==> src/rtl/expression_tokenizer_top_assert.svh <==
// Assertion macros shared by the tokenizer RTL.
`ifndef EXPRESSION_TOKENIZER_TOP_ASSERT_SVH
`define EXPRESSION_TOKENIZER_TOP_ASSERT_SVH
`ifndef SYNTHESIS
`define ET_ASSERT(lbl, clk, rstn, prop) \
	lbl: assert property (@(posedge clk) disable iff (!rstn) prop) \
		else $error("tokenizer assertion failed");
`define ET_ASSERT_IMPL(lbl, clk, rstn, ante, cons) \
	lbl: assert property (@(posedge clk) disable iff (!rstn) (ante) |-> (cons)) \
		else $error("tokenizer assertion failed");
`define ET_ASSERT_NEXT(lbl, clk, rstn, ante, cons) \
	lbl: assert property (@(posedge clk) disable iff (!rstn) (ante) |=> (cons)) \
		else $error("tokenizer assertion failed");
`else
`define ET_ASSERT(lbl, clk, rstn, prop)
`define ET_ASSERT_IMPL(lbl, clk, rstn, ante, cons)
`define ET_ASSERT_NEXT(lbl, clk, rstn, ante, cons)
`endif
`endif

==> src/rtl/exptok_pkg.sv <==
`timescale 1ns / 1ps
package exptok_pkg;

	localparam int unsigned MAX_CHARS  = 4096;
	localparam int unsigned FIELD_LIM  = 4096;
	localparam int unsigned POS_LIMIT  = (MAX_CHARS < FIELD_LIM) ? MAX_CHARS : FIELD_LIM;
	localparam int unsigned CHAR_W     = 16;
	localparam int unsigned POS_W      = 12;
	localparam int unsigned IDX_W      = 13;
	localparam int unsigned FIFO_DEPTH = 4;
	localparam int unsigned FIFO_AW    = $clog2(FIFO_DEPTH);

	localparam int unsigned N_OP  = 20;
	localparam int unsigned N_BR  = 6;
	localparam int unsigned N_SYM = 25;

	localparam logic [CHAR_W-1:0] OP_SET [N_OP] = '{
		16'h002B, 16'h002D, 16'h002A, 16'h002F, 16'h005E, 16'h0021, 16'h003C,
		16'h003E, 16'h003D, 16'h007C, 16'h0026, 16'h0025, 16'h002C, 16'h003B,
		16'h007E, 16'h003A, 16'h005F, 16'h2260, 16'h2264, 16'h2265
	};

	localparam logic [CHAR_W-1:0] BR_SET [N_BR] = '{
		16'h0028, 16'h0029, 16'h005B, 16'h005D, 16'h007B, 16'h007D
	};

	localparam logic [CHAR_W-1:0] SYM_SET [N_SYM] = '{
		16'h221E, 16'h03B1, 16'h03B2, 16'h03B3, 16'h03B4, 16'h03B5, 16'h03B6,
		16'h03B7, 16'h03B8, 16'h03B9, 16'h03BA, 16'h039B, 16'h03BC, 16'h03BD,
		16'h03BE, 16'h03BF, 16'h03C0, 16'h03C1, 16'h03C3, 16'h03C4, 16'h03C5,
		16'h03C6, 16'h03C7, 16'h03C8, 16'h03C9
	};

	localparam logic [CHAR_W-1:0] CH_NUL   = 16'h0000;
	localparam logic [CHAR_W-1:0] CH_TAB   = 16'h0009;
	localparam logic [CHAR_W-1:0] CH_SPACE = 16'h0020;
	localparam logic [CHAR_W-1:0] CH_DOT   = 16'h002E;
	localparam logic [CHAR_W-1:0] CH_APOS  = 16'h0027;

	typedef enum logic [2:0] {
		CLS_NUM,
		CLS_NAME,
		CLS_OP,
		CLS_BRACKET,
		CLS_SYMBOL,
		CLS_BLANK,
		CLS_UNKNOWN
	} cls_t;

	typedef enum logic [1:0] {
		ST_TOKEN,
		ST_END,
		ST_UNKNOWN,
		ST_TOO_LONG
	} status_t;

	typedef enum logic [2:0] {
		KIND_NUM,
		KIND_NAME,
		KIND_OP,
		KIND_BRACKET,
		KIND_SYMBOL
	} kind_t;

	typedef enum logic [1:0] {
		RUN_NONE,
		RUN_NUM,
		RUN_NAME
	} run_mode_t;

	typedef struct packed {
		status_t          status;
		kind_t            kind;
		logic [POS_W-1:0] start;
		logic [POS_W-1:0] len;
	} tok_res_t;

	typedef struct packed {
		logic     two;
		tok_res_t r0;
		tok_res_t r1;
	} tok_entry_t;

	function automatic cls_t classify(input logic [CHAR_W-1:0] c);
		logic is_op;
		logic is_br;
		logic is_sym;
		cls_t cls;
		is_op  = 1'b0;
		is_br  = 1'b0;
		is_sym = 1'b0;
		for (int i = 0; i < N_OP; i++)
			if (c == OP_SET[i]) is_op = 1'b1;
		for (int i = 0; i < N_BR; i++)
			if (c == BR_SET[i]) is_br = 1'b1;
		for (int i = 0; i < N_SYM; i++)
			if (c == SYM_SET[i]) is_sym = 1'b1;
		priority if ((c >= 16'h0030 && c <= 16'h0039) || c == CH_DOT) cls = CLS_NUM;
		else if (is_sym) cls = CLS_SYMBOL;
		else if ((c >= 16'h0041 && c <= 16'h005A) || (c >= 16'h0061 && c <= 16'h007A)
				|| c == CH_APOS) cls = CLS_NAME;
		else if (is_op) cls = CLS_OP;
		else if (is_br) cls = CLS_BRACKET;
		else if (c == CH_NUL || c == CH_SPACE || c == CH_TAB) cls = CLS_BLANK;
		else cls = CLS_UNKNOWN;
		return cls;
	endfunction

endpackage

==> src/rtl/exptok_char_if.sv <==
`timescale 1ns / 1ps
interface exptok_char_if import exptok_pkg::*; ();
	logic              valid;
	logic              ready;
	logic [CHAR_W-1:0] char_code;

	modport source (output valid, output char_code, input ready);
	modport sink (input valid, input char_code, output ready);
endinterface

==> src/rtl/exptok_tok_if.sv <==
`timescale 1ns / 1ps
interface exptok_tok_if import exptok_pkg::*; ();
	logic             valid;
	logic             ready;
	logic [1:0]       status;
	logic [2:0]       token_kind;
	logic [POS_W-1:0] start_pos;
	logic [POS_W-1:0] token_len;
	logic             last;

	modport source (output valid, output status, output token_kind, output start_pos,
		output token_len, output last, input ready);
	modport sink (input valid, input status, input token_kind, input start_pos,
		input token_len, input last, output ready);
endinterface

==> src/rtl/expression_tokenizer_top.sv <==
`timescale 1ns / 1ps
// Expression tokenizer: accepts one UTF-16 character per cycle while the queue
// has room and emits tokens (kind, start index, length), end markers and error
// beats, one result beat per cycle while the receiver is ready; each result goes
// through the queue and then the output register. Input acceptance is limited
// only by the 4-entry queue between the classifier and the output register; a
// character that closes a run and is a single-character token or the expression
// end yields two beats, sent one after the other, so the sustained rate is one
// character per cycle except where such pairs or receiver stalls fill the queue.
module expression_tokenizer_top import exptok_pkg::*; (
	input  logic         clk,
	input  logic         arst_n,
	exptok_char_if.sink  char_in,
	exptok_tok_if.source tok_out
);

	logic       q_ready;
	logic       push;
	tok_entry_t push_entry;
	logic       pop;
	logic       head_valid;
	tok_entry_t head;

	exptok_front u_front (
		.clk        (clk),
		.arst_n     (arst_n),
		.char_in    (char_in),
		.q_ready    (q_ready),
		.push       (push),
		.push_entry (push_entry)
	);

	exptok_fifo u_fifo (
		.clk        (clk),
		.arst_n     (arst_n),
		.push       (push),
		.push_entry (push_entry),
		.not_full   (q_ready),
		.pop        (pop),
		.head_valid (head_valid),
		.head       (head)
	);

	exptok_back u_back (
		.clk        (clk),
		.arst_n     (arst_n),
		.head_valid (head_valid),
		.head       (head),
		.pop        (pop),
		.tok_out    (tok_out)
	);

endmodule

==> src/rtl/exptok_front.sv <==
`timescale 1ns / 1ps
module exptok_front import exptok_pkg::*; (
	input  logic       clk,
	input  logic       arst_n,
	exptok_char_if.sink char_in,
	input  logic       q_ready,
	output logic       push,
	output tok_entry_t push_entry
);

	run_mode_t        run_mode_q, run_mode_d;
	logic [POS_W-1:0] run_start_q, run_start_d;
	logic [IDX_W-1:0] next_index_q, next_index_d;

	logic             acc;
	cls_t             cls;
	logic [IDX_W-1:0] idx;
	logic [POS_W-1:0] pos;
	logic             run_emit;
	logic             one_emit;
	tok_res_t         run_res;
	tok_res_t         one_res;

	assign char_in.ready = q_ready;
	assign acc = char_in.valid && q_ready;
	assign idx = next_index_q;
	assign pos = idx[POS_W-1:0];
	assign cls = classify(char_in.char_code);

	always_comb begin
		run_mode_d   = run_mode_q;
		run_start_d  = run_start_q;
		next_index_d = idx + IDX_W'(1);
		run_emit     = 1'b0;
		one_emit     = 1'b0;
		run_res      = '{ST_TOKEN, KIND_NUM, run_start_q, pos - run_start_q};
		one_res      = '{ST_TOKEN, KIND_NUM, pos, '0};
		if (run_mode_q == RUN_NAME) run_res.kind = KIND_NAME;

		if (idx >= IDX_W'(POS_LIMIT)) begin
			one_emit     = 1'b1;
			one_res      = '{ST_TOO_LONG, KIND_NUM, '0, '0};
			run_mode_d   = RUN_NONE;
			run_start_d  = '0;
			next_index_d = '0;
		end else if (cls == CLS_UNKNOWN) begin
			one_emit     = 1'b1;
			one_res      = '{ST_UNKNOWN, KIND_NUM, pos, '0};
			run_mode_d   = RUN_NONE;
			run_start_d  = '0;
			next_index_d = '0;
		end else if (run_mode_q != RUN_NONE && (cls == CLS_NUM || cls == CLS_NAME)) begin
			// run continues
		end else begin
			run_emit   = (run_mode_q != RUN_NONE);
			run_mode_d = RUN_NONE;
			unique case (cls)
				CLS_NUM: begin
					run_mode_d  = RUN_NUM;
					run_start_d = pos;
				end
				CLS_NAME: begin
					run_mode_d  = RUN_NAME;
					run_start_d = pos;
				end
				CLS_OP: begin
					one_emit = 1'b1;
					one_res  = '{ST_TOKEN, KIND_OP, pos, POS_W'(1)};
				end
				CLS_BRACKET: begin
					one_emit = 1'b1;
					one_res  = '{ST_TOKEN, KIND_BRACKET, pos, POS_W'(1)};
				end
				CLS_SYMBOL: begin
					one_emit = 1'b1;
					one_res  = '{ST_TOKEN, KIND_SYMBOL, pos, POS_W'(1)};
				end
				default: begin
					if (char_in.char_code == CH_NUL) begin
						one_emit     = 1'b1;
						one_res      = '{ST_END, KIND_NUM, pos, '0};
						run_start_d  = '0;
						next_index_d = '0;
					end
				end
			endcase
		end
	end

	always_comb begin
		push             = acc && (run_emit || one_emit);
		push_entry.two   = run_emit && one_emit;
		push_entry.r0    = run_emit ? run_res : one_res;
		push_entry.r1    = one_res;
	end

	always_ff @(posedge clk or negedge arst_n) begin
		if (!arst_n) begin
			run_mode_q   <= RUN_NONE;
			run_start_q  <= '0;
			next_index_q <= '0;
		end else if (acc) begin
			run_mode_q   <= run_mode_d;
			run_start_q  <= run_start_d;
			next_index_q <= next_index_d;
		end
	end

endmodule

==> src/rtl/exptok_fifo.sv <==
`timescale 1ns / 1ps
`include "expression_tokenizer_top_assert.svh"
module exptok_fifo import exptok_pkg::*; (
	input  logic       clk,
	input  logic       arst_n,
	input  logic       push,
	input  tok_entry_t push_entry,
	output logic       not_full,
	input  logic       pop,
	output logic       head_valid,
	output tok_entry_t head
);

	tok_entry_t         mem_q [FIFO_DEPTH];
	logic [FIFO_AW-1:0] wptr_q;
	logic [FIFO_AW-1:0] rptr_q;
	logic [FIFO_AW:0]   cnt_q;
	logic               do_push;
	logic               do_pop;

	assign not_full   = (cnt_q != (FIFO_AW+1)'(FIFO_DEPTH));
	assign head_valid = (cnt_q != '0);
	assign head       = mem_q[rptr_q];
	assign do_push    = push && not_full;
	assign do_pop     = pop && head_valid;

	always_ff @(posedge clk) begin
		if (do_push) mem_q[wptr_q] <= push_entry;
	end

	always_ff @(posedge clk or negedge arst_n) begin
		if (!arst_n) begin
			wptr_q <= '0;
			rptr_q <= '0;
			cnt_q  <= '0;
		end else begin
			if (do_push) wptr_q <= wptr_q + FIFO_AW'(1);
			if (do_pop) rptr_q <= rptr_q + FIFO_AW'(1);
			unique case ({do_push, do_pop})
				2'b10:   cnt_q <= cnt_q + (FIFO_AW+1)'(1);
				2'b01:   cnt_q <= cnt_q - (FIFO_AW+1)'(1);
				default: cnt_q <= cnt_q;
			endcase
		end
	end

	`ET_ASSERT(a_cnt_max, clk, arst_n, cnt_q <= (FIFO_AW+1)'(FIFO_DEPTH))
	`ET_ASSERT_IMPL(a_pop_nonempty, clk, arst_n, pop, head_valid)
	`ET_ASSERT_NEXT(a_cnt_up, clk, arst_n, do_push && !do_pop, cnt_q == $past(cnt_q) + 1'b1)
	`ET_ASSERT_IMPL(a_ptr_gap, clk, arst_n, cnt_q == '0 || cnt_q == (FIFO_AW+1)'(FIFO_DEPTH),
		wptr_q == rptr_q)

endmodule

==> src/rtl/exptok_back.sv <==
`timescale 1ns / 1ps
`include "expression_tokenizer_top_assert.svh"
module exptok_back import exptok_pkg::*; (
	input  logic        clk,
	input  logic        arst_n,
	input  logic        head_valid,
	input  tok_entry_t  head,
	output logic        pop,
	exptok_tok_if.source tok_out
);

	logic     out_valid_q;
	logic     second_q;
	tok_res_t res_q;
	logic     last_q;

	logic     take;
	logic     fin;
	tok_res_t sel;

	assign take = !out_valid_q || tok_out.ready;
	assign fin  = second_q || !head.two;
	assign sel  = second_q ? head.r1 : head.r0;
	assign pop  = take && head_valid && fin;

	always_ff @(posedge clk or negedge arst_n) begin
		if (!arst_n) begin
			out_valid_q <= 1'b0;
			second_q    <= 1'b0;
		end else if (take) begin
			out_valid_q <= head_valid;
			if (head_valid) second_q <= !fin;
		end
	end

	always_ff @(posedge clk) begin
		if (take && head_valid) begin
			res_q  <= sel;
			last_q <= fin;
		end
	end

	assign tok_out.valid      = out_valid_q;
	assign tok_out.status     = res_q.status;
	assign tok_out.token_kind = res_q.kind;
	assign tok_out.start_pos  = res_q.start;
	assign tok_out.token_len  = res_q.len;
	assign tok_out.last       = last_q;

	`ET_ASSERT_IMPL(a_second_has_pair, clk, arst_n, second_q, head_valid && head.two)
	`ET_ASSERT_IMPL(a_err_is_last, clk, arst_n, out_valid_q && res_q.status != ST_TOKEN,
		last_q && res_q.kind == KIND_NUM && res_q.len == '0)
	`ET_ASSERT_NEXT(a_first_not_last, clk, arst_n, take && head_valid && !fin,
		out_valid_q && !last_q && second_q)

endmodule

==> src/flat_wrapper.sv <==
// flat-port wrapper written by rule: the top's interface ports become plain ports
module expression_tokenizer_top_flat import exptok_pkg::*;
  (clk, arst_n, char_in_valid, char_in_char_code, char_in_ready, tok_out_valid, tok_out_status, tok_out_token_kind, tok_out_start_pos, tok_out_token_len, tok_out_last, tok_out_ready);
  exptok_char_if char_in_i ();
  exptok_tok_if tok_out_i ();
  input  logic clk;
  input  logic arst_n;
  input wire logic [$bits(char_in_i.valid)-1:0] char_in_valid;
  input wire logic [$bits(char_in_i.char_code)-1:0] char_in_char_code;
  output wire logic [$bits(char_in_i.ready)-1:0] char_in_ready;
  output wire logic [$bits(tok_out_i.valid)-1:0] tok_out_valid;
  output wire logic [$bits(tok_out_i.status)-1:0] tok_out_status;
  output wire logic [$bits(tok_out_i.token_kind)-1:0] tok_out_token_kind;
  output wire logic [$bits(tok_out_i.start_pos)-1:0] tok_out_start_pos;
  output wire logic [$bits(tok_out_i.token_len)-1:0] tok_out_token_len;
  output wire logic [$bits(tok_out_i.last)-1:0] tok_out_last;
  input wire logic [$bits(tok_out_i.ready)-1:0] tok_out_ready;
  assign char_in_i.valid = char_in_valid;
  assign char_in_i.char_code = char_in_char_code;
  assign char_in_ready = char_in_i.ready;
  assign tok_out_valid = tok_out_i.valid;
  assign tok_out_status = tok_out_i.status;
  assign tok_out_token_kind = tok_out_i.token_kind;
  assign tok_out_start_pos = tok_out_i.start_pos;
  assign tok_out_token_len = tok_out_i.token_len;
  assign tok_out_last = tok_out_i.last;
  assign tok_out_i.ready = tok_out_ready;
  expression_tokenizer_top u_core (.clk(clk), .arst_n(arst_n), .char_in(char_in_i), .tok_out(tok_out_i));
endmodule
==> config.mk <==
export PLATFORM = sky130hd
export DESIGN_NAME = expression_tokenizer_top_flat
export DESIGN_NICKNAME = d
export VERILOG_FILES = /design/src/rtl/exptok_pkg.sv /design/src/rtl/exptok_char_if.sv /design/src/rtl/exptok_tok_if.sv /design/src/rtl/expression_tokenizer_top.sv /design/src/rtl/exptok_front.sv /design/src/rtl/exptok_fifo.sv /design/src/rtl/exptok_back.sv /design/src/flat_wrapper.sv
export VERILOG_INCLUDE_DIRS = /design/src /design/src/rtl
export SDC_FILE = /design/constraint.sdc
export NUM_CORES = 1
export LEC_CHECK = 0
export ABC_CLOCK_PERIOD_IN_PS = 2590
export BUFFER_PORTS_ARGS = -buffer_cell sky130_fd_sc_hd__buf_2
export CORE_MARGIN = 2
export CORE_UTILIZATION = 30
export CTS_CLUSTER_DIAMETER = 80
export DETAILED_ROUTE_END_ITERATION = 12
export SETUP_SLACK_MARGIN = 0.02
export SLEW_MARGIN = 40
export SYNTH_ARGS = -nofsm -noshare
export SYNTH_HDL_FRONTEND = slang
export SYNTH_HIERARCHICAL = 1
export SYNTH_SLANG_ARGS = --single-unit
==> constraint.sdc <==
create_clock -name clk -period 2.59 [get_ports clk]
set_input_delay 0 -clock clk [delete_from_list [all_inputs] [get_ports clk]]
set_output_delay 0 -clock clk [all_outputs]
set_load 0.03 [all_outputs]
==> out/summary.txt, run 1 <==
status = completed
Fmax = 0.3975 GHz
port bufs = 51
DRT iter0 DRCs = 407
core area = 0.04308 sq mm
FF+latch count, synth = 302
WP data required = 2.83 ns
multi-input logic area = 0.003904 sq mm
global-route wire length before repair = 40370 um
Clock transition at path regs = 0.06 ns
ys async rst share = 11.92%
final period utilization = 97.13%
register share of total power = 42.9%
Final Hold Vio Count = 0
Final Routed Wirelength = 25520 um
Critical Path Start Type = register
deepest clock path buffer count = 3
Congestion Overflow GR = 0
MaxCap Viol Count = 0
Mapped Area = 0.01311 sq mm
post-route ant nets = 0
internal power = 11.45 mW
Die H = 213.1 um
Mean Syn Cell Area = 17.12 sq um
sw frac = 28.70%
via count = 6928
Die Area = 0.04540 sq mm
crit path capture type = register
number of global-route vias before repair = 7232
Avg WL per Cell = 16.93 um
CP Cell Sequence = inv_2, ha_2, inv_1, fa_2, a21o_1, a21oi_2, o211ai_1, a31o_2, a21oi_4, xor2_2, nor2_4
VDD IR-drop max = 0.0008574 V
worst setup margin = 0.07437 ns
Synth top area share = 60.92%
Post-synth top flop = edfxtp_1
CP max-delay cell = dfrtp_1
synth top area cells = edfxtp_1, mux4_2, dfrtp_1
clock skew = 0.01054 ns
crit path capture = u_core/u_fifo/mem_q[2][39]$_DFFE_PP_
R2R depth = 11
htree depth = 2
sequential share of the synthesized area = 67.79%
Worst-Skew Late Latency = 0.50 ns
cells after synthesis = 766
post-route cell area = 0.01576 sq mm
antenna violations before repair = 0
Layout fillers = 4063
Initial Util = 30.44%
Slowest Stage Delay on Critical Path = 0.39 ns
crit path launch = u_core/u_front/idx[0]$_DFFE_PN0P_
largest net degree at the start of global routing = 61
synthesis-to-layout area growth = 20.18%
DR DRC count = 0
placed inst area = 0.01459 sq mm
DR pass1 iterations = 5
reg2reg start = u_core/u_front/idx[0]$_DFFE_PN0P_
minimum clock period = 2.516 ns
Placer Congestion = 0.8287
Pleak = 5.529 nW
Final setup viols = 0
critical path class = register to register
critical path fanouts, max = 4
Die Wd = 213.1 um
Synth Warn # = 6
Vias/cell = 4.597
number of flops mapped to enable cells by yosys = 266
FF/Latch Area = 0.008894 sq mm
root buf cell = clkbuf_16
nets = 936
CTS Sinks = 302
r2r setup slk = 0.07 ns
dpl ws = -0.3630 ns
share of power burned in combinational logic = 28.4%
Max Slew Vio Count = 0
RR Endpoint = u_core/u_fifo/mem_q[2][39]$_DFFE_PP_
Synth cell types = 69
CTS tree = yes
clock power share = 28.7%
site row count = 76
Arr. time, crit path = 2.76 ns
Synth area leader = edfxtp_1
Pwr Density = 1019 mW/mm^2
max-slew headroom at the worst pin = 54.79%
Antenna Cells = 0
worst min-delay path class = input pin to async pin
switching pwr = 4.609 mW
post-DP HPWL = 16060 um
I/O pins = 52
CTS Buf Count = 34
RSZ-0062 raised after global routing = yes
layout cells sized above 1 = 34.71%
Overall Global Routing Usage = 11.55%
worst slew pin tran = 0.6766 ns
==> cell type report <==
type,instances,share of cell area [%]
well taps,585,4.645
inverters,30,0.7146
clock inverters,10,0.3493
flip-flops and latches,302,56.43
multi-input cells,395,24.77
clock buffers,52,6.614
repair buffers,133,6.471
==> critical path: cells and delay by family, from the launching register on <==
family / cells / cell delay [ns]
adder cells (fa/ha/maj): 2 / 0.51
flip-flops: 1 / 0.39
AND/OR/NAND/NOR: 1 / 0.07
XOR/XNOR: 1 / 0.26
AO/OA/AOI/OAI: 5 / 0.91
buffers and inverters: 2 / 0.12
==> Yosys cell counts (7+ instances only) <==
cell type,number
edfxtp_1,266
mux4_2,59
nor2_1,41
dfrtp_1,36
mux2_2,33
inv_1,30
nand2_1,21
a21oi_1,20
ha_1,18
clkbuf_1,15
buf_4,14
nor2b_1,14
nor3_1,13
xor2_1,13
a22o_1,12
buf_2,12
xnor2_1,12
nand3_1,11
mux2_4,10
o21ai_0,10
nor3b_1,8
buf_6,7
nand4_1,7
==> cells in the final DEF (no fill, tap or decap), types with 20 or more instances in the layout <==
cell | netlist | routed
inv_1 | 30 | 27
buf_4 | 14 | 69
nor2_1 | 41 | 39
nand2_1 | 21 | 20
mux4_2 | 59 | 59
edfxtp_1 | 266 | 266
mux2_2 | 33 | 33
buf_2 | 12 | 50
dfrtp_1 | 36 | 34
clkbuf_16 | 0 | 37
==> registers in the layout, indices dropped and copies added (netlist names), 2 cells and up <==
| signal | cells |
|---|---|
| u_core/u_back/tok_out.token_kind | 3 |
| u_core/u_front/idx | 13 |
| u_core/u_front/run_mode_q | 2 |
| u_core/u_back/tok_out.start_pos | 12 |
| u_core/u_fifo/cnt_q | 3 |
| u_core/u_fifo/mem_q | 236 |
| u_core/u_back/tok_out.status | 2 |
| u_core/u_fifo/rptr_q | 2 |
| u_core/u_fifo/wptr_q | 2 |
| u_core/u_back/tok_out.token_len | 12 |
| u_core/u_front/run_start_q | 12 |
==> power by group through the flow <==
stage	clock, mW	sequential (mW)	combinational (mW)
2_1_floorplan	0	7.47	2.80
3_3_place_gp	0	6.97	4.66
3_5_place_dp	0	7.01	4.67
4_1_cts	4.72	6.91	4.70
5_1_grt	4.92	6.99	4.98
6_report	4.61	6.89	4.56
==> repair_timing <==
item,4_1_cts,5_1_grt
hold endpoints to repair,37,0
pin swaps,2,5
setup endpoints to repair,4,13
buffers inserted,0,1
resized for setup,4,8
hold buffers,2,0
==> logic make-up after synthesis <==
group | synth area share, %
AND/OR/NAND/NOR | 6.889
buffers and inverters | 3.177
AO/OA/AOI/OAI | 4.160
adder cells (fa/ha/maj) | 2.023
other | 0.02860
multiplexers | 14.27
flip-flops | 67.79
XOR/XNOR | 1.670
==> per-stage QoR <==
stage               instances  power, mW  util (%)  hold slack, ns  setup TNS, ns
global route             1507      16.89     36.58         0.04396       -0.09313
detailed placement       1442      11.68     33.87        0.004015         -1.864
finish                   1507      16.06     36.58        0.005304              0
floorplan                 776      10.26         -         -0.2956         -55.62
CTS                      1506      16.34     36.51        0.001382              0
global placement         1442      11.63     33.86          0.1644        -0.6823
==> worst min-delay path by stage <==
stage / startpoint / endpoint / slack [ns]
4_1_cts: arst_n / u_core/u_back/tok_out.valid$_DFFE_PN0P_ / 0.001
2_1_floorplan: arst_n / u_core/u_back/second_q$_DFFE_PN0P_ / -0.30
3_3_place_gp: arst_n / u_core/u_back/tok_out.valid$_DFFE_PN0P_ / 0.16
6_report: arst_n / u_core/u_back/tok_out.valid$_DFFE_PN0P_ / 0.005
3_5_place_dp: arst_n / u_core/u_back/tok_out.valid$_DFFE_PN0P_ / 0.004
5_1_grt: arst_n / u_core/u_back/tok_out.valid$_DFFE_PN0P_ / 0.04
==> metal layers <==
metal  vias to the layer above  track usage [%]  wire [um]  share of wire [%]
met3                        33            2.015       1129                4.4
met1                      3516            16.07      11760                 46
met4                         0            3.111        386                1.5
met2                       141            18.69      12240                 48
met5                         -                0          0                  0
li1                       3238                -          -                  -
No activity file was read; power rests on OpenSTA's default activity.
==> inputs of run 2 (changes only) <==
--- a/config.mk
+++ b/config.mk
@@ -16,5 +16,4 @@
 export SLEW_MARGIN = 40
 export SYNTH_ARGS = -nofsm -noshare
 export SYNTH_HDL_FRONTEND = slang
-export SYNTH_HIERARCHICAL = 1
 export SYNTH_SLANG_ARGS = --single-unit
==> run 2 against run 1 <==
Compared with the run above: first-iteration DRC count grew 17%; die area down 11%; clock power decreased by 16%; setup slack improved by 0.068 ns; flip-flop and latch count fell by 48; wire length is 3.5% higher; core utilization increased by 1.0 points; area after synthesis fell by 12%; design area down 9.6%; critical path type unchanged; critical endpoint is now u_core.u_fifo.mem_q[2][40]$_DFFE_PP_.
==> out/summary.txt, run 2 <==
cell with the most instances after synthesis = edfxtp_1
Critical Path Start Type = register
worst min-delay path class = input pin to register
CP Cell Sequence = inv_1, ha_1, nor2b_1, o31ai_1, a211oi_1, o31ai_1, xnor2_1, nor3_1, buf_4
Pwr Density = 946.3 mW/mm^2 (-7.1%)
Overall Global Routing Usage = 13.12% (+1.6 points)
FF+latch count, synth = 254 (-16%)
number of flops mapped to enable cells by yosys = 218 (-18%)
post-route ant nets = 0 (unchanged)
DR DRC count = 0 (unchanged)
worst hold margin = 0.09405 ns (+0.08875 ns)
Pleak = 5.267 nW (-4.8%)
Slowest Stage Delay on Critical Path = 0.38 ns (about the same)
post-route cell area = 0.01424 sq mm (-9.6%)
status = completed
Die Area = 0.04020 sq mm (-11%)
Synth top area share = 56.52% (-4.4 points)
Final setup viols = 0 (unchanged)
critical path fanouts, max = 4 (unchanged)
Synth Warn # = 0 (-6)
placed inst area = 0.01327 sq mm (-9.1%)
CP max-delay cell = dfrtp_1
I/O pins = 52 (unchanged)
DR pass1 iterations = 5 (unchanged)
core area = 0.03784 sq mm (-12%)
RSZ-0062 raised after global routing = no
post-DP HPWL = 16730 um (+4.2%)
layout cells sized above 1 = 27.75% (-7.0 points)
Synth cell types = 67 (-2.9%)
crit path buf inv count = 2 (unchanged)
max-slew headroom at the worst pin = 50.42% (-4.4 points)
deepest clock path buffer count = 3 (unchanged)
met3 routed WL = 1484 um (+31%)
Initial Util = 30.61% (+0.17 points)
root buf cell = clkbuf_16
dpl ws = -0.3815 ns (-0.01851 ns)
crit path capture type = register
Avg WL per Cell = 17.80 um (+5.1%)
Congestion Overflow GR = 0 (unchanged)
Final Routed Wirelength = 26410 um (+3.5%)
Die Wd = 200.5 um (-5.9%)
Most flops, register = u_core.u_fifo.mem_q
Placer Congestion = 0.8067 (-2.7%)
CTS Buf Count = 28 (-18%)
MaxCap Viol Count = 0 (unchanged)
Final Hold Vio Count = 0 (unchanged)
Mapped Area = 0.01158 sq mm (-12%)
routed length on met1 = 11810 um (+0.43%)
antenna violations before repair = 0 (unchanged)
DRT iter0 DRCs = 478 (+17%)
post-synth net total = 855
CTS Sinks = 254 (-16%)
ys async rst share = 14.17% (+2.3 points)
synthesis-to-layout area growth = 22.96%
Die H = 200.5 um (-5.9%)
htree depth = 1 (-1)
global-route wire length before repair = 42210 um (+4.6%)
Vias/cell = 4.858 (+5.7%)
Synth area leader = edfxtp_1
synth top area cells = edfxtp_1, mux4_2, dfrtp_1
Fmax = 0.4086 GHz (+2.8%)
commonest non-fill, non-tap cell in the layout = edfxtp_1
Top Family by Delay on Critical Path = compound AO/OA/AOI/OAI gates
minimum clock period = 2.447 ns (-0.06846 ns)
critical path class = register to register
most frequent cells in the layout = edfxtp_1, nand2_1, buf_4
site row count = 71 (-6.6%)
final period utilization = 94.49% (-2.6 points)
clock skew = 0.009329 ns (-0.001214 ns)
DR WL met2 = 12710 um (+3.8%)
largest net degree at the start of global routing = 49 (-20%)
max layer used = met4
Post-synth top flop = edfxtp_1
number of global-route vias before repair = 7400 (+2.3%)
nets = 991 (+5.9%)
Arr. time, crit path = 2.74 ns (-0.02 ns)
most used cell, CP = o31ai_1
WP data required = 2.88 ns (+0.05 ns)
most instantiated cells after synthesis = edfxtp_1, nand2_1, mux4_2
Mean Syn Cell Area = 14.21 sq um (-17%)
Max Slew Vio Count = 0 (unchanged)
Largest register FFs = 188 (-20%)
VDD IR-drop max = 0.0006062 V (-29%)
CTS tree = yes
Antenna Cells = 0 (unchanged)
worst slew pin tran = 0.7436 ns (+0.06703 ns)
worst setup margin = 0.1428 ns (+0.06846 ns)
via count = 7209 (+4.1%)
sequential share of the synthesized area = 64.30% (-3.5 points)
Worst-Skew Late Latency = 0.54 ns (+0.04 ns)
port bufs = 51 (unchanged)
cells after synthesis = 815 (+6.4%)
Clock transition at path regs = 0.06 ns (about the same)
## run 2: changes by cell type in the layout (fill, tap and decap cells not counted), moves of 10 or more
| cell | before | now |
|---|---|---|
| conb_1 | 11 | 0 |
| a211oi_1 | 2 | 16 |
| a21o_1 | 1 | 17 |
| a22o_1 | 12 | 0 |
| edfxtp_1 | 266 | 218 |
| buf_4 | 69 | 87 |
| mux4_2 | 59 | 47 |
| and2_1 | 3 | 14 |
| o32a_1 | 0 | 10 |
| mux2_2 | 33 | 0 |
| mux2_4 | 10 | 0 |
| nand2_1 | 20 | 106 |
## run 2: worst min-delay path, stage by stage
cell	delay [ns]
buf_2	0.10
and2_1	0.14
nand2b_1	0.07
ha_2	0.20
xnor2_1	0.07
## run 2: final cells by class
| class | instances | area (sq um) |
|---|---|---|
| Multi-Input combinational cell | 478 | 3901 |
| Sequential cell | 254 | 7452 |
| Inverter | 35 | 131.4 |
| Fill cell | 3653 | 23600 |
| Tap cell | 511 | 639.4 |
| Clock inverter | 8 | 81.33 |
| Timing Repair Buffer | 154 | 1214 |
| Clock buffer | 44 | 822.0 |
## run 2: worst paths after layout
check | to | slack, ns | cells after the start | startpoint
hold / removal | u_core.u_fifo.cnt_q[0]$_DFFE_PN0P_ | 0.09 | 5 | char_in_valid
setup reg to reg | u_core.u_fifo.mem_q[2][40]$_DFFE_PP_ | 0.14 | 9 | u_core.u_front.run_start_q[1]$_DFFE_PN0P_
setup / recovery | u_core.u_fifo.mem_q[2][40]$_DFFE_PP_ | 0.14 | 9 | u_core.u_front.run_start_q[1]$_DFFE_PN0P_
max in group asynchronous | u_core.u_front.run_start_q[8]$_DFFE_PN0P_ | 1.89 | 4 | arst_n
min in group asynchronous | u_core.u_fifo.cnt_q[2]$_DFFE_PN0P_ | 0.47 | 4 | arst_n
hold reg to reg | u_core.u_fifo.cnt_q[2]$_DFFE_PN0P_ | 0.49 | 1 | u_core.u_fifo.cnt_q[2]$_DFFE_PN0P_
## run 2: per-stage QoR
step / TNS, ns / util [%] / total power, mW / cells
floorplan: -132.56 / - / 8.498 / 815
global placement: -5.597 / 35.05 / 9.740 / 1427
detailed placement: -3.640 / 35.06 / 9.819 / 1427
CTS: 0 / 37.60 / 13.70 / 1484
global route: 0 / 37.63 / 14.22 / 1484
finish: 0 / 37.63 / 13.48 / 1484
## run 2: timing repair
action | CTS | global route
endpoints found under the setup margin | 4 | 17
endpoints found under the hold margin | 38 | 0
pin swaps | 1 | 5
setup buffers | 1 | 0
gates resized for setup | 0 | 5
hold buffers | 4 | 0
## run 2: where the power goes
group          switching [mW]  internal [mW]  total (mW)
registers               0.220           5.48        5.70
logic                    2.36           1.57        3.93
clock network            1.57           2.28        3.85
## run 2: logic make-up (layout without fill, tap and decap cells)
kind of cell	count (synthesis)	in the layout	synth area share, %
buffers and inverters	83	241	2.841
XOR/XNOR	24	24	1.815
flip-flops	254	254	64.30
AND/OR/NAND/NOR	243	243	10.02
AO/OA/AOI/OAI	144	144	9.593
multiplexers	47	47	9.139
adder cells (fa/ha/maj)	20	20	2.290
## run 2: metal layers
metal / GRT usage [%] / vias up
li1: - / 3417
met1: 17.98 / 3592
met2: 21.73 / 167
met3: 2.273 / 33
met4: 3.201 / 0
met5: 0 / -
